`src/design/esu_pkg.sv`:
```
// ----------------------------------------------------------------------------
// esu_pkg
// Shared types, codes and constants of the ESC arming safety supervisor.
// ----------------------------------------------------------------------------
package esu_pkg;

  // Field widths
  localparam int unsigned PULSE_W = 15;
  localparam int unsigned TIME_W  = 32;
  localparam int unsigned RPM_W   = 16;
  localparam int unsigned MS_W    = 16;
  localparam int unsigned DUTY_W  = 16;
  localparam int unsigned CFG_W   = 16;
  localparam int unsigned CFG_IDX_W = 3;

  // Timeouts
  localparam int unsigned ARM_CONFIRM_TIMEOUT_MS  = 5000;
  localparam int unsigned STARTUP_HALL_TIMEOUT_MS = 2000;
  localparam int unsigned RUNNING_HALL_TIMEOUT_US = 500000;

  // Duty scaling: duty = pulse * (2^DUTY_BITS - 1) / PWM_PERIOD_US
  localparam int unsigned DUTY_BITS     = 16;
  localparam int unsigned PWM_PERIOD_US = 20000;
  localparam int unsigned RECIP_SHIFT   = 16;
  localparam int unsigned DUTY_QW       = DUTY_BITS + 1;
  localparam int unsigned DUTY_RECIP_W  = DUTY_BITS + 2;
  localparam int unsigned DUTY_NUM_W    = DUTY_BITS + 16;
  localparam logic [63:0] DUTY_FULL     = (64'd1 << DUTY_BITS) - 64'd1;
  localparam logic [63:0] DUTY_RECIP    = (DUTY_FULL << RECIP_SHIFT) / 64'd20000;

  // Reset values
  localparam logic [PULSE_W-1:0] SAFE_PULSE_RST   = 15'd1000;
  localparam logic [PULSE_W-1:0] MAX_PULSE_RST    = 15'd2000;
  localparam logic [MS_W-1:0]    HB_TIMEOUT_RST   = 16'd500;
  localparam logic [RPM_W-1:0]   RPM_LIMIT_RST    = 16'd3000;
  localparam logic [PULSE_W-1:0] HALL_REQ_RST     = 15'd1100;
  localparam logic [PULSE_W-1:0] RAMP_STEP_RST    = 15'd5;
  localparam logic [MS_W-1:0]    RAMP_PERIOD_RST  = 16'd20;
  localparam logic [PULSE_W-1:0] PULSE_RST        = 15'd1000;

  typedef enum logic [2:0] {
    ACT_START     = 3'd0,
    ACT_REQ_ARM   = 3'd1,
    ACT_CONFIRM   = 3'd2,
    ACT_THROTTLE  = 3'd3,
    ACT_KEEPALIVE = 3'd4,
    ACT_STOP      = 3'd5,
    ACT_CLEAR     = 3'd6,
    ACT_TICK      = 3'd7
  } action_e;

  typedef enum logic [2:0] {
    MODE_LOCKED   = 3'd0,
    MODE_DISARMED = 3'd1,
    MODE_PENDING  = 3'd2,
    MODE_ARMED    = 3'd3,
    MODE_RUNNING  = 3'd4,
    MODE_FAULT    = 3'd5
  } mode_e;

  typedef enum logic [2:0] {
    FAULT_NONE      = 3'd0,
    FAULT_HEARTBEAT = 3'd1,
    FAULT_OVERSPEED = 3'd2,
    FAULT_NOHALL    = 3'd3,
    FAULT_HALLLOST  = 3'd4
  } fault_e;

  typedef enum logic [CFG_IDX_W-1:0] {
    CFG_ACTIVE_EN   = 3'd0,
    CFG_SAFE_PULSE  = 3'd1,
    CFG_MAX_PULSE   = 3'd2,
    CFG_HB_TIMEOUT  = 3'd3,
    CFG_RPM_LIMIT   = 3'd4,
    CFG_HALL_REQ    = 3'd5,
    CFG_RAMP_STEP   = 3'd6,
    CFG_RAMP_PERIOD = 3'd7
  } cfg_idx_e;

  typedef struct packed {
    logic               active_enable;
    logic [PULSE_W-1:0] safe_pulse_us;
    logic [PULSE_W-1:0] max_pulse_us;
    logic [MS_W-1:0]    heartbeat_timeout_ms;
    logic [RPM_W-1:0]   hard_rpm_limit;
    logic [PULSE_W-1:0] hall_required_us;
    logic [PULSE_W-1:0] ramp_step_us;
    logic [MS_W-1:0]    ramp_period_ms;
  } cfg_t;

  typedef struct packed {
    logic [2:0]         action;
    logic [TIME_W-1:0]  now_ms;
    logic [TIME_W-1:0]  now_us;
    logic [TIME_W-1:0]  hall_last_us;
    logic [RPM_W-1:0]   motor_rpm;
    logic [PULSE_W-1:0] pulse_us;
  } in_item_t;

  // Step result before the duty count is attached
  typedef struct packed {
    logic               accepted;
    logic [2:0]         mode_now;
    logic [PULSE_W-1:0] requested_pulse_us;
    logic [PULSE_W-1:0] actual_pulse_us;
    logic [2:0]         fault_code_out;
    logic               active_allowed;
    logic               pulse_written;
  } step_res_t;

  typedef struct packed {
    logic               accepted;
    logic [2:0]         mode_now;
    logic [PULSE_W-1:0] requested_pulse_us;
    logic [PULSE_W-1:0] actual_pulse_us;
    logic [2:0]         fault_code_out;
    logic [DUTY_W-1:0]  pwm_duty;
    logic               active_allowed;
    logic               pulse_written;
  } out_item_t;

endpackage

```
`src/design/esu_cfg_regs.sv`:
```
// ----------------------------------------------------------------------------
// esu_cfg_regs
// Configuration register file, written through a plain write port.
// ----------------------------------------------------------------------------
module esu_cfg_regs (
  input  logic                           clk_i,
  input  logic                           rst_ni,
  input  logic                           cfg_we_i,
  input  logic [esu_pkg::CFG_IDX_W-1:0]  cfg_idx_i,
  input  logic [esu_pkg::CFG_W-1:0]      cfg_data_i,
  output esu_pkg::cfg_t                  cfg_o
);

  esu_pkg::cfg_t cfg_q;

  // Register writes, truncated to each register's width
  always_ff @(posedge clk_i or negedge rst_ni) begin
    if (!rst_ni) begin
      cfg_q.active_enable        <= 1'b0;
      cfg_q.safe_pulse_us        <= esu_pkg::SAFE_PULSE_RST;
      cfg_q.max_pulse_us         <= esu_pkg::MAX_PULSE_RST;
      cfg_q.heartbeat_timeout_ms <= esu_pkg::HB_TIMEOUT_RST;
      cfg_q.hard_rpm_limit       <= esu_pkg::RPM_LIMIT_RST;
      cfg_q.hall_required_us     <= esu_pkg::HALL_REQ_RST;
      cfg_q.ramp_step_us         <= esu_pkg::RAMP_STEP_RST;
      cfg_q.ramp_period_ms       <= esu_pkg::RAMP_PERIOD_RST;
    end else if (cfg_we_i) begin
      case (esu_pkg::cfg_idx_e'(cfg_idx_i))
        esu_pkg::CFG_ACTIVE_EN:   cfg_q.active_enable        <= cfg_data_i[0];
        esu_pkg::CFG_SAFE_PULSE:  cfg_q.safe_pulse_us        <= cfg_data_i[14:0];
        esu_pkg::CFG_MAX_PULSE:   cfg_q.max_pulse_us         <= cfg_data_i[14:0];
        esu_pkg::CFG_HB_TIMEOUT:  cfg_q.heartbeat_timeout_ms <= cfg_data_i;
        esu_pkg::CFG_RPM_LIMIT:   cfg_q.hard_rpm_limit       <= cfg_data_i;
        esu_pkg::CFG_HALL_REQ:    cfg_q.hall_required_us     <= cfg_data_i[14:0];
        esu_pkg::CFG_RAMP_STEP:   cfg_q.ramp_step_us         <= cfg_data_i[14:0];
        esu_pkg::CFG_RAMP_PERIOD: cfg_q.ramp_period_ms       <= cfg_data_i;
        default: ;
      endcase
    end
  end

  assign cfg_o = cfg_q;

endmodule

```
`src/design/esu_step.sv`:
```
// ----------------------------------------------------------------------------
// esu_step
// Supervisor state and the per-item command/tick logic.
// ----------------------------------------------------------------------------
module esu_step (
  input  logic                clk_i,
  input  logic                rst_ni,
  input  esu_pkg::cfg_t       cfg_i,
  input  esu_pkg::in_item_t   item_i,
  input  logic                advance_i,
  output esu_pkg::step_res_t  res_o
);

  localparam int unsigned PW = esu_pkg::PULSE_W;
  localparam int unsigned TW = esu_pkg::TIME_W;

  esu_pkg::mode_e  mode_q, mode_d;
  esu_pkg::fault_e fault_q, fault_d;
  logic [PW-1:0]   target_q, target_d;
  logic [PW-1:0]   output_q, output_d;
  logic [TW-1:0]   arm_time_q, arm_time_d;
  logic [TW-1:0]   hb_time_q, hb_time_d;
  logic [TW-1:0]   run_time_q, run_time_d;
  logic [TW-1:0]   ramp_time_q, ramp_time_d;

  logic            ok, written, stop, pend, trip;
  esu_pkg::fault_e trip_code;
  logic            armed_or_run, running, hall_check;
  logic            arm_late, hb_late, over_rpm, start_late, hall_late, ramp_wait;
  logic [TW-1:0]   arm_el, hb_el, run_el, ramp_el, hall_el;
  logic [PW:0]     ramp_up;
  logic [PW-1:0]   ramp_gap, ramp_val;

  // Elapsed times, all modulo 2^32
  always_comb begin
    arm_el  = item_i.now_ms - arm_time_q;
    hb_el   = item_i.now_ms - hb_time_q;
    run_el  = item_i.now_ms - run_time_q;
    ramp_el = item_i.now_ms - ramp_time_q;
    hall_el = item_i.now_us - item_i.hall_last_us;
  end

  assign armed_or_run = (mode_q == esu_pkg::MODE_ARMED) || (mode_q == esu_pkg::MODE_RUNNING);
  assign running      = (mode_q == esu_pkg::MODE_RUNNING);
  assign hall_check   = running && (target_q >= cfg_i.hall_required_us);
  assign arm_late     = arm_el > TW'(esu_pkg::ARM_CONFIRM_TIMEOUT_MS);
  assign hb_late      = hb_el > TW'(cfg_i.heartbeat_timeout_ms);
  assign over_rpm     = item_i.motor_rpm > cfg_i.hard_rpm_limit;
  assign start_late   = run_el > TW'(esu_pkg::STARTUP_HALL_TIMEOUT_MS);
  assign hall_late    = hall_el > TW'(esu_pkg::RUNNING_HALL_TIMEOUT_US);
  assign ramp_wait    = ramp_el < TW'(cfg_i.ramp_period_ms);

  // Ramp one step toward the target
  always_comb begin
    ramp_up  = {1'b0, output_q} + {1'b0, cfg_i.ramp_step_us};
    ramp_gap = output_q - target_q;
    if (output_q < target_q) begin
      ramp_val = (ramp_up < {1'b0, target_q}) ? ramp_up[PW-1:0] : target_q;
    end else if (output_q > target_q) begin
      ramp_val = (ramp_gap > cfg_i.ramp_step_us) ? (output_q - cfg_i.ramp_step_us)
                                                  : target_q;
    end else begin
      ramp_val = output_q;
    end
  end

  // Command decode and next state
  always_comb begin
    mode_d      = mode_q;
    fault_d     = fault_q;
    target_d    = target_q;
    output_d    = output_q;
    arm_time_d  = arm_time_q;
    hb_time_d   = hb_time_q;
    run_time_d  = run_time_q;
    ramp_time_d = ramp_time_q;
    ok          = 1'b1;
    written     = 1'b0;
    stop        = 1'b0;
    pend        = 1'b0;
    trip        = 1'b0;
    trip_code   = esu_pkg::FAULT_NONE;

    case (esu_pkg::action_e'(item_i.action))
      esu_pkg::ACT_START, esu_pkg::ACT_STOP: begin
        stop = 1'b1;
      end
      esu_pkg::ACT_REQ_ARM: begin
        if (!cfg_i.active_enable || mode_q == esu_pkg::MODE_FAULT) begin
          ok = 1'b0;
        end else begin
          stop       = 1'b1;
          pend       = 1'b1;
          arm_time_d = item_i.now_ms;
          hb_time_d  = item_i.now_ms;
        end
      end
      esu_pkg::ACT_CONFIRM: begin
        if (mode_q != esu_pkg::MODE_PENDING || arm_late) begin
          stop = 1'b1;
          ok   = 1'b0;
        end else begin
          mode_d    = esu_pkg::MODE_ARMED;
          hb_time_d = item_i.now_ms;
        end
      end
      esu_pkg::ACT_THROTTLE: begin
        if (!armed_or_run || item_i.pulse_us < cfg_i.safe_pulse_us ||
            item_i.pulse_us > cfg_i.max_pulse_us) begin
          ok = 1'b0;
        end else begin
          target_d  = item_i.pulse_us;
          hb_time_d = item_i.now_ms;
          if (item_i.pulse_us > cfg_i.safe_pulse_us) begin
            if (!running) run_time_d = item_i.now_ms;
            mode_d = esu_pkg::MODE_RUNNING;
          end else begin
            mode_d = esu_pkg::MODE_ARMED;
          end
        end
      end
      esu_pkg::ACT_KEEPALIVE: begin
        if (armed_or_run) hb_time_d = item_i.now_ms;
      end
      esu_pkg::ACT_CLEAR: begin
        if (mode_q == esu_pkg::MODE_FAULT) stop = 1'b1;
      end
      esu_pkg::ACT_TICK: begin
        // Checks in priority order, then the ramp
        if (mode_q == esu_pkg::MODE_PENDING && arm_late) begin
          stop = 1'b1;
        end else if (armed_or_run) begin
          if (hb_late) begin
            trip = 1'b1; trip_code = esu_pkg::FAULT_HEARTBEAT;
          end else if (over_rpm) begin
            trip = 1'b1; trip_code = esu_pkg::FAULT_OVERSPEED;
          end else if (hall_check && item_i.hall_last_us == '0 && start_late) begin
            trip = 1'b1; trip_code = esu_pkg::FAULT_NOHALL;
          end else if (hall_check && item_i.hall_last_us != '0 && hall_late) begin
            trip = 1'b1; trip_code = esu_pkg::FAULT_HALLLOST;
          end else if (!ramp_wait) begin
            ramp_time_d = item_i.now_ms;
            output_d    = ramp_val;
            written     = 1'b1;
          end
        end
      end
      default: ;
    endcase

    // Stop: idle pulse, fault cleared, mode from enable
    if (stop) begin
      target_d = cfg_i.safe_pulse_us;
      output_d = cfg_i.safe_pulse_us;
      fault_d  = esu_pkg::FAULT_NONE;
      mode_d   = cfg_i.active_enable ? esu_pkg::MODE_DISARMED : esu_pkg::MODE_LOCKED;
      written  = 1'b1;
    end
    if (pend) mode_d = esu_pkg::MODE_PENDING;
    // Trip: idle pulse and latch the fault
    if (trip) begin
      target_d = cfg_i.safe_pulse_us;
      output_d = cfg_i.safe_pulse_us;
      fault_d  = trip_code;
      mode_d   = esu_pkg::MODE_FAULT;
      written  = 1'b1;
    end
  end

  // Result of this item, from the post-command state
  always_comb begin
    res_o.accepted           = ok;
    res_o.mode_now           = mode_d;
    res_o.requested_pulse_us = target_d;
    res_o.actual_pulse_us    = output_d;
    res_o.fault_code_out     = fault_d;
    res_o.active_allowed     = cfg_i.active_enable && (mode_d != esu_pkg::MODE_FAULT);
    res_o.pulse_written      = written;
  end

  // State registers, updated as the item leaves the input register
  always_ff @(posedge clk_i or negedge rst_ni) begin
    if (!rst_ni) begin
      mode_q      <= esu_pkg::MODE_LOCKED;
      fault_q     <= esu_pkg::FAULT_NONE;
      target_q    <= esu_pkg::PULSE_RST;
      output_q    <= esu_pkg::PULSE_RST;
      arm_time_q  <= '0;
      hb_time_q   <= '0;
      run_time_q  <= '0;
      ramp_time_q <= '0;
    end else if (advance_i) begin
      mode_q      <= mode_d;
      fault_q     <= fault_d;
      target_q    <= target_d;
      output_q    <= output_d;
      arm_time_q  <= arm_time_d;
      hb_time_q   <= hb_time_d;
      run_time_q  <= run_time_d;
      ramp_time_q <= ramp_time_d;
    end
  end

endmodule

```
`src/design/esu_duty.sv`:
```
// ----------------------------------------------------------------------------
// esu_duty
// Two-stage duty count: reciprocal estimate, then correction and saturation.
// ----------------------------------------------------------------------------
module esu_duty (
  input  logic                clk_i,
  input  logic                rst_ni,
  input  logic                in_valid_i,
  output logic                in_ready_o,
  input  esu_pkg::step_res_t  in_res_i,
  output logic                out_valid_o,
  input  logic                out_ready_i,
  output esu_pkg::out_item_t  out_item_o
);

  localparam int unsigned PW  = esu_pkg::PULSE_W;
  localparam int unsigned QW  = esu_pkg::DUTY_QW;
  localparam int unsigned RW  = esu_pkg::DUTY_RECIP_W;
  localparam int unsigned NW  = esu_pkg::DUTY_NUM_W;
  localparam int unsigned DB  = esu_pkg::DUTY_BITS;
  localparam int unsigned SH  = esu_pkg::RECIP_SHIFT;

  logic               a_valid_q, b_valid_q;
  logic               a_ready, b_ready;
  esu_pkg::step_res_t a_res_q;
  logic [QW-1:0]      a_q_est_q;
  esu_pkg::out_item_t b_item_q, b_item_d;

  logic [PW+RW-1:0]   prod;
  logic [QW-1:0]      q_est;
  logic [NW-1:0]      num, q_mul, rem;
  logic [QW-1:0]      q_fix;

  assign b_ready    = !b_valid_q || out_ready_i;
  assign a_ready    = !a_valid_q || b_ready;
  assign in_ready_o = a_ready;

  // Stage A: quotient estimate, floor or one below
  always_comb begin
    prod  = (PW+RW)'(in_res_i.actual_pulse_us) * (PW+RW)'(esu_pkg::DUTY_RECIP[RW-1:0]);
    q_est = prod[SH +: QW];
  end

  // Stage B: remainder check and saturation
  always_comb begin
    num   = NW'({a_res_q.actual_pulse_us, {DB{1'b0}}}) - NW'(a_res_q.actual_pulse_us);
    q_mul = NW'(a_q_est_q) * NW'(esu_pkg::PWM_PERIOD_US);
    rem   = num - q_mul;
    q_fix = (rem >= NW'(esu_pkg::PWM_PERIOD_US)) ? (a_q_est_q + QW'(1)) : a_q_est_q;

    b_item_d.accepted           = a_res_q.accepted;
    b_item_d.mode_now           = a_res_q.mode_now;
    b_item_d.requested_pulse_us = a_res_q.requested_pulse_us;
    b_item_d.actual_pulse_us    = a_res_q.actual_pulse_us;
    b_item_d.fault_code_out     = a_res_q.fault_code_out;
    b_item_d.pwm_duty           = (32'(q_fix) > 32'hFFFF) ? 16'hFFFF : 16'(q_fix);
    b_item_d.active_allowed     = a_res_q.active_allowed;
    b_item_d.pulse_written      = a_res_q.pulse_written;
  end

  // Valid flags
  always_ff @(posedge clk_i or negedge rst_ni) begin
    if (!rst_ni) begin
      a_valid_q <= 1'b0;
      b_valid_q <= 1'b0;
    end else begin
      if (a_ready) a_valid_q <= in_valid_i;
      if (b_ready) b_valid_q <= a_valid_q;
    end
  end

  // Payload registers
  always_ff @(posedge clk_i) begin
    if (a_ready && in_valid_i) begin
      a_res_q   <= in_res_i;
      a_q_est_q <= q_est;
    end
    if (b_ready && a_valid_q) b_item_q <= b_item_d;
  end

  assign out_valid_o = b_valid_q;
  assign out_item_o  = b_item_q;

endmodule

```
`src/design/esc_arming_safety_supervisor_unit.sv`:
```
// ----------------------------------------------------------------------------
// esc_arming_safety_supervisor_unit
// ESC arming safety supervisor: one command or tick in, one status item out.
// ----------------------------------------------------------------------------
// Order: an item passes the input register, state update, duty estimate and
//   duty correction before its result is valid.
// Throughput: one item per cycle while the output is not stalled.
// Reset: asynchronous, active low; mode locked, pulses 1000 us, all
//   timestamps and the fault code cleared, registers at their defaults.
module esc_arming_safety_supervisor_unit (
  input  logic                           clk_i,
  input  logic                           rst_ni,
  input  logic                           in_valid_i,
  output logic                           in_ready_o,
  input  esu_pkg::in_item_t              in_item_i,
  output logic                           out_valid_o,
  input  logic                           out_ready_i,
  output esu_pkg::out_item_t             out_item_o,
  input  logic                           cfg_we_i,
  input  logic [esu_pkg::CFG_IDX_W-1:0]  cfg_idx_i,
  input  logic [esu_pkg::CFG_W-1:0]      cfg_data_i
);

  esu_pkg::cfg_t      cfg;
  logic               in_valid_q;
  esu_pkg::in_item_t  in_q;
  logic               s1_valid_q, s1_ready, duty_ready, advance;
  esu_pkg::step_res_t step_res, s1_q;

  esu_cfg_regs u_cfg (
    .clk_i      (clk_i),
    .rst_ni     (rst_ni),
    .cfg_we_i   (cfg_we_i),
    .cfg_idx_i  (cfg_idx_i),
    .cfg_data_i (cfg_data_i),
    .cfg_o      (cfg)
  );

  assign s1_ready   = !s1_valid_q || duty_ready;
  assign in_ready_o = !in_valid_q || s1_ready;
  assign advance    = in_valid_q && s1_ready;

  // Input register
  always_ff @(posedge clk_i or negedge rst_ni) begin
    if (!rst_ni) begin
      in_valid_q <= 1'b0;
      s1_valid_q <= 1'b0;
    end else begin
      if (in_ready_o) in_valid_q <= in_valid_i;
      if (s1_ready)   s1_valid_q <= in_valid_q;
    end
  end

  always_ff @(posedge clk_i) begin
    if (in_ready_o && in_valid_i) in_q <= in_item_i;
    if (advance) s1_q <= step_res;
  end

  esu_step u_step (
    .clk_i     (clk_i),
    .rst_ni    (rst_ni),
    .cfg_i     (cfg),
    .item_i    (in_q),
    .advance_i (advance),
    .res_o     (step_res)
  );

  esu_duty u_duty (
    .clk_i       (clk_i),
    .rst_ni      (rst_ni),
    .in_valid_i  (s1_valid_q),
    .in_ready_o  (duty_ready),
    .in_res_i    (s1_q),
    .out_valid_o (out_valid_o),
    .out_ready_i (out_ready_i),
    .out_item_o  (out_item_o)
  );

endmodule

```
`config.mk`:
```
export PLATFORM = sky130hd
export DESIGN_NAME = esc_arming_safety_supervisor_unit
export DESIGN_NICKNAME = d
export VERILOG_FILES = /design/src/design/esu_pkg.sv /design/src/design/esu_cfg_regs.sv /design/src/design/esu_step.sv /design/src/design/esu_duty.sv /design/src/design/esc_arming_safety_supervisor_unit.sv
export SDC_FILE = /design/constraint.sdc
export NUM_CORES = 2
export LEC_CHECK = 0
export CORE_MARGIN = 3
export CORE_UTILIZATION = 70
export DETAILED_ROUTE_END_ITERATION = 10
export DONT_BUFFER_PORTS = 1
export PLACE_DENSITY = 0.87
export SETUP_SLACK_MARGIN = 0.15
export SLEW_MARGIN = 10
export SYNTH_ARGS = -nofsm -noshare
export SYNTH_HDL_FRONTEND = slang
export SYNTH_SLANG_ARGS = --single-unit
```
`constraint.sdc`:
```
create_clock -name clk_i -period 20.9 [get_ports clk_i]
set_clock_uncertainty 0.05 [all_clocks]
set_input_delay 3.135 -clock clk_i [delete_from_list [all_inputs] [get_ports clk_i]]
set_output_delay 3.135 -clock clk_i [all_outputs]
set_load 0.005 [all_outputs]
```
## Yosys cells after proc, flatten, opt, wreduce, memory -nomap -nowiden

Index checks and enable logic that the tools add are counted.

| cells by class | value |
|---|---|
| add/sub/neg operators | 11 |
| bitwise logic cells | 9 |
| multiply operators | 2 |
| reduce and logical (&&, ||, !) cells | 45 |
| muxes and demuxes | 65 |
| order comparisons | 16 |
| equal/unequal tests | 24 |

Operator list:

| operator | number |
|---|---|
| $mux 15 | 18 |
| $sub 32x32->32 | 6 |
| $mux 32 | 4 |
| $pmux 32 s4 | 1 |
| $gt 15x15->1 | 4 |
| $mux 3 | 15 |
| $mul 15x18->33 const B | 1 |
| $ge 32x15->1 const B | 1 |
| $gt 32x11->1 const B | 1 |
| $gt 32x13->1 const B | 1 |
| $gt 32x16->1 | 1 |
| $gt 32x19->1 const B | 1 |
| $logic_not 32->1 | 1 |
| $lt 32x16->1 | 1 |
| $reduce_bool 32->1 | 1 |
| $sub 31x15->32 | 1 |
| $eq 3x3->1 const B | 10 |
| $lt 15x15->1 | 2 |
| $sub 15x15->15 | 2 |
| $mul 17x10->27 const B | 1 |
| $mux 1 | 23 |
| $eq 3x2->1 const B | 6 |
| $add 17x1->17 const B | 1 |
| $gt 17x16->1 const B | 1 |
| other kinds (25) | 68 |

| storage, ports and cells | value |
|---|---|
| register bits | 557 |
| output and inout port bits | 57 |

## Depth between registers and ports, before layout

| depth | value |
|---|---|
| depth in word-level cells | 15 |
| depth in mapped cells | 38 |

## Hierarchy

A second synthesis with hierarchy kept.

| unflattened totals | value |
|---|---|
| cells, all modules | 4737 |
| area, all modules | 46487.1 um2 |

Modules (own cells, without submodules):

| module | instances | cells each | area each (um2) |
|---|---|---|---|
| esu_step | 1 | 3069 | 23826.6 |
| esu_duty | 1 | 1251 | 13085.0 |
| esc_arming_safety_supervisor_unit | 1 | 177 | 5178.7 |
| esu_cfg_regs | 1 | 240 | 4396.7 |

## Least setup slack after synthesis

Ideal clock, no wire load.

| timing | value |
|---|---|
| path kind | flip-flop to flip-flop |
| start point | reg u_duty.a_q_est_q[4] |
| end point | reg u_duty.b_item_q (netlist bit u_duty.out_item_o[10]), data pin |
| cell stages (with the launch flop) | 36 |
| path slack | 13.033 ns |
| required time | 20.592 ns |
| library setup time | 0.258 ns |
| clock period less this slack | 7.867 ns |
| arrival time | 7.559 ns |
| cell sequence | edfxtp_1 -> inv_1 -> fa_1 -> inv_1 -> ha_1 -> inv_1 -> fa_1 -> inv_1 -> ha_1 -> inv_1 -> fa_1 -> inv_1 -> ha_1 -> o21ai_0 -> a21boi_0 -> o21ai_0 -> a21boi_0 -> o211ai_1 -> a31oi_1 -> a41oi_1 -> a211oi_1 -> nor2_1 -> ha_1 -> inv_1 -> ha_1 -> nand3_1 -> o311a_1 -> o31a_2 -> mux2i_1 -> a2111oi_1 -> xnor2_1 -> nor3b_2 -> nor4b_1 -> xnor2_1 -> buf_2 -> nand2_1 |

| on the way | value |
|---|---|
| cells in the longest elaborated chain, start to end | 5 |
| elaborated cells between the ends (all ways) | 6 |
| classes of those cells | add/sub: 2; mul: 1; order compare: 2; mux: 1 |

Ends and longest elaborated chain:

| what | line | source |
|---|---|---|
| from (decl) | esu_duty.sv:26 | `logic [QW-1:0] a_q_est_q;` |
| from (signal assigned) | esu_duty.sv:76 | `a_q_est_q <= q_est;` |
| $mul 17x10->27 | esu_duty.sv:47 | `q_mul = NW'(a_q_est_q) * NW'(esu_pkg::PWM_PERIOD_US);` |
| $sub 32x32->32 | esu_duty.sv:48 | `rem = num - q_mul;` |
| $ge 32x15->1 | esu_duty.sv:49 | `q_fix = (rem >= NW'(esu_pkg::PWM_PERIOD_US)) ? (a_q_est_q + QW'(1)) : a_q_est_q;` |
| $mux 17 (*) | esu_duty.sv:49 |  |
| $gt 17x16->1 | esu_duty.sv:56 | `b_item_d.pwm_duty = (32'(q_fix) > 32'hFFFF) ? 16'hFFFF : 16'(q_fix);` |
| to (signal assigned) | esu_duty.sv:78 | `if (b_ready && a_valid_q) b_item_q <= b_item_d;` |
| to (decl) | esu_duty.sv:27 | `esu_pkg::out_item_t b_item_q, b_item_d;` |

Every way passes the cells marked *; elsewhere a longest branch is shown, timed or not.
A chain may end at the register's enable or synchronous reset.

## Final worst setup path

| timing | value |
|---|---|
| start point | reg u_duty.a_q_est_q[4] |
| end point | reg u_duty.b_item_q (netlist bit u_duty.out_item_o[12]), data pin |

Same word-level chain as after synthesis.

==> impl_metrics.xml <==
<?xml version="1.0" encoding="UTF-8"?>
<metrics>
  <group name="cts">
    <metric name="tritoncts_num_sinks" unit="">557</metric>
    <metric name="cts_tree" unit="">built</metric>
    <metric name="tritoncts.num_buffers" unit="">60</metric>
    <metric name="cts.htree.levels" unit="">2</metric>
    <metric name="buffers_from_clock_root_to_sink_at_most" unit="">3</metric>
    <metric name="clk_transition_reported_paths" unit="ns">0.06</metric>
    <metric name="cts-resized-gates" unit="">0</metric>
    <metric name="root_buffer" unit="">sky130_fd_sc_hd__clkbuf_16</metric>
    <metric name="clkLatencyLatePin" unit="ns">0.69</metric>
    <metric name="cts.hold.buffers_added" unit="">0</metric>
    <metric name="cts.repair_timing.setup_buffer_count" unit="">0</metric>
  </group>
  <group name="global_routing">
    <metric name="overflow" unit="">0</metric>
    <metric name="global_route.usage.total" unit="%">34.16</metric>
    <metric name="number_of_antenna_violations_at_the_first_check_in_global_routing" unit="">8</metric>
    <metric name="grt_start_max_net_pins" unit="">278</metric>
    <metric name="wire_length_of_the_first_global_routing_pass" unit="um">181100</metric>
    <metric name="first_global_vias" unit="">33710</metric>
  </group>
  <group name="worst_setup_path">
    <metric name="timing.critical_path.to_type" unit="">flop</metric>
    <metric name="crit_type" unit="">flop to flop</metric>
    <metric name="crit_path_frequent_cell" unit="">sky130_fd_sc_hd__inv_1</metric>
    <metric name="critPathMaxStageDelay" unit="ns">0.60</metric>
    <metric name="worst_setup_path_start_kind" unit="">flop</metric>
    <metric name="worst-endpoint-required" unit="ns">21.19</metric>
    <metric name="worst_path_max_delay_cell" unit="">sky130_fd_sc_hd__xnor2_2</metric>
    <metric name="worstReg2RegStart" unit="">u_duty.a_q_est_q[4]$_DFFE_PP_</metric>
    <metric name="crit_path_start" unit="">u_duty.a_q_est_q[4]$_DFFE_PP_</metric>
    <metric name="critical_path_peak_fanout" unit="">22</metric>
    <metric name="timing.critical_path.arrival" unit="ns">9.57</metric>
  </group>
  <group name="final_layout">
    <metric name="filler_cell_count" unit="">4166</metric>
    <metric name="ff_latch_area" unit="um2">15400</metric>
    <metric name="num-nets-final" unit="">5419</metric>
    <metric name="layout.cells.most_common_list" unit="">680 x sky130_fd_sc_hd__inv_1, 585 x sky130_fd_sc_hd__ha_1, 297 x sky130_fd_sc_hd__nand2_1</metric>
    <metric name="leading_cell_type_in_the_layout_fill_and_taps_excluded" unit="">sky130_fd_sc_hd__inv_1</metric>
    <metric name="drive_above_1_share" unit="%">7.843</metric>
    <metric name="area_delta_synth_final" unit="%">6.622</metric>
    <metric name="multi_input_area" unit="um2">25960</metric>
  </group>
  <group name="drt">
    <metric name="post_drt_via_cell_ratio" unit="">6.377</metric>
    <metric name="wl_met3" unit="um">12000</metric>
    <metric name="post_drt_wl_per_cell" unit="um">21.12</metric>
    <metric name="drt_iter0_drc" unit="">3369</metric>
    <metric name="wl_met2" unit="um">50920</metric>
    <metric name="drt_first_pass_iters" unit="">6</metric>
    <metric name="remaining_antenna_violation_count_after_routing" unit="">0</metric>
    <metric name="route.final.wire_length" unit="um">115000</metric>
    <metric name="dr.max_layer_used" unit="">met4</metric>
    <metric name="route.detailed.drc" unit="">0</metric>
    <metric name="met1_length" unit="um">48140</metric>
    <metric name="dr_total_vias" unit="">34720</metric>
  </group>
  <group name="sta">
    <metric name="setup-violations-final" unit="">0</metric>
    <metric name="slew_viol_final" unit="">0</metric>
    <metric name="min_period_over_period" unit="%">44.44</metric>
    <metric name="worst_pin_slew" unit="ns">1.109</metric>
    <metric name="report.final.hold_viol_count" unit="">0</metric>
    <metric name="slew_headroom" unit="%">24.14</metric>
    <metric name="max_freq" unit="MHz">107.7</metric>
    <metric name="post-route-min-period" unit="ns">9.287</metric>
    <metric name="final_sum_of_negative_setup_slack" unit="ns">0</metric>
    <metric name="setup_repair_after_global_routing_missed_its_margin" unit="">no</metric>
  </group>
  <group name="place">
    <metric name="place_congestion" unit="">1.004</metric>
    <metric name="place_hpwl" unit="um">86930</metric>
    <metric name="placement.io_buffers" unit="">0</metric>
  </group>
  <group name="floorplan">
    <metric name="num_rows" unit="">91</metric>
    <metric name="die_height" unit="um">257.5</metric>
    <metric name="fp.coreArea" unit="um2">62170</metric>
    <metric name="io_pins" unit="">211</metric>
    <metric name="fp.dieArea" unit="um2">66320</metric>
    <metric name="initial_core_util" unit="%">71.24</metric>
    <metric name="die_w" unit="um">257.5</metric>
  </group>
  <group name="synth">
    <metric name="synth-seq-cells" unit="">557</metric>
    <metric name="ys_types" unit="">96</metric>
    <metric name="ys_top_cells_by_area" unit="">sky130_fd_sc_hd__edfxtp_1 19%, sky130_fd_sc_hd__ha_1 17%, sky130_fd_sc_hd__dfrtp_1 13%, sky130_fd_sc_hd__fa_1 5.8%, sky130_fd_sc_hd__inv_1 5.8%</metric>
    <metric name="asyncSetResetFlopFracSynth" unit="%">49.73</metric>
    <metric name="synth_sequential_area_ratio" unit="%">34.76</metric>
    <metric name="synth-warning-count" unit="">0</metric>
    <metric name="synth_ff_type" unit="">sky130_fd_sc_hd__edfxtp_1</metric>
    <metric name="yosysTopAreaCellShare" unit="%">18.98</metric>
    <metric name="syn_area" unit="um2">44290</metric>
    <metric name="syn-instance-count" unit="">4575</metric>
    <metric name="yosysTopAreaCell" unit="">sky130_fd_sc_hd__edfxtp_1</metric>
    <metric name="number_of_synthesized_flops_with_an_enable_pin" unit="">280</metric>
    <metric name="synth.net_count" unit="">5442</metric>
    <metric name="synth_area_per_cell" unit="um2">9.681</metric>
  </group>
  <group name="run_status">
    <metric name="run_status" unit="">finished, final reports clean</metric>
  </group>
  <group name="worst_hold_path">
    <metric name="worst_hold_startpoint" unit="">s1_q[3]$_DFFE_PP_</metric>
    <metric name="timing.hold.worst.class" unit="">flop to flop</metric>
  </group>
  <group name="flow_run">
    <metric name="cap_viol_max_count" unit="">0</metric>
  </group>
</metrics>
## per-layer routing
metal,vias to the layer above,GRT usage (%)
met3,290,7.826
met1,16640,47.55
li1,16170,-
met4,0,11.74
met5,-,0
met2,1613,53.08
## state kept, by name, summed over array words and instances, names as in the netlist, 3 cells and up
name,count
in_q,130
s1_q,39
u_cfg.cfg_o,109
u_duty.a_q_est_q,17
u_duty.a_res_q,39
u_duty.out_item_o,55
u_step.arm_time_q,32
u_step.fault_q,3
u_step.hb_time_q,32
u_step.mode_q,3
u_step.output_q,15
u_step.ramp_time_q,32
u_step.run_time_q,32
u_step.target_q,15
## final timing paths
kind                                                  endpoint  slack (ns)  cells after the start
setup / recovery           u_duty.out_item_o[12]$_SDFFCE_PN1P_       11.61                     37
hold reg to reg                    u_duty.a_res_q[3]$_DFFE_PP_        0.37                      0
hold / removal                     u_duty.a_res_q[3]$_DFFE_PP_        0.37                      0
min in group asynchronous    u_step.run_time_q[30]$_DFFE_PN0P_        2.11                      0
max in group asynchronous          u_cfg.cfg_o[19]$_DFFE_PN0P_       17.88                      0
setup reg to reg           u_duty.out_item_o[12]$_SDFFCE_PN1P_       11.61                     37
## logic make-up after synthesis
family	after synthesis	share of synthesized area (%)
compound gates	1080	15.73
xor+xnor	160	3.164
fa+ha+maj	713	22.31
buf+inv	785	6.777
flops	557	34.76
mux	202	5.215
simple gates	1078	12.04
## critical path: cells and delay by family (launching register included)
kind,cells,cell delay (ns)
adder cells (fa/ha/maj),8,3.05
buffers and inverters,8,0.73
AND/OR/NAND/NOR,9,1.59
flip-flops,1,0.52
XOR/XNOR,1,0.60
AO/OA/AOI/OAI,11,2.43
## through the flow
stage	utilization, %	cells	setup WS, ns	hold slack (ns)	cell area (um2)
after global placement	72.54	5327	11.69	0.3532	45090
after floorplan	-	4575	13.03	0.3503	44290
after detailed placement	72.54	5327	11.42	0.3554	45090
final	75.96	5444	11.61	0.3674	47220
after CTS	75.93	5440	11.34	0.3664	47200
after global routing	75.95	5441	10.98	0.3713	47210
## Yosys cell counts, types with 47 or more instances
cell type                  count
sky130_fd_sc_hd__clkbuf_1     80
sky130_fd_sc_hd__nor3_1       66
sky130_fd_sc_hd__dfrtp_1     232
sky130_fd_sc_hd__inv_1       681
sky130_fd_sc_hd__o21ai_0     265
sky130_fd_sc_hd__mux2_2      109
sky130_fd_sc_hd__mux2i_1      62
sky130_fd_sc_hd__edfxtp_1    280
sky130_fd_sc_hd__nor2_1      254
sky130_fd_sc_hd__fa_1        128
sky130_fd_sc_hd__nand2_1     297
sky130_fd_sc_hd__nand2b_1     47
sky130_fd_sc_hd__nand4_1      54
sky130_fd_sc_hd__o21a_1       80
sky130_fd_sc_hd__nand3_1     101
sky130_fd_sc_hd__a21oi_1     262
sky130_fd_sc_hd__xnor2_1     115
sky130_fd_sc_hd__ha_1        585
sky130_fd_sc_hd__nor2b_1      51
sky130_fd_sc_hd__a21o_1       87
## final cells by class
type	instances	share of cell area, %
Multi-Input combinational cell	3233	54.97
Sequential cell	557	32.60
Inverter	681	5.413
Clock buffer	70	3.301
Tap cell	837	2.218
Clock inverter	43	1.166
Timing Repair Buffer	19	0.3021
Antenna cell	4	0.02120
Power is not shown: default switching activity piles up to over one toggle a cycle in this logic, so the estimate is an artifact.
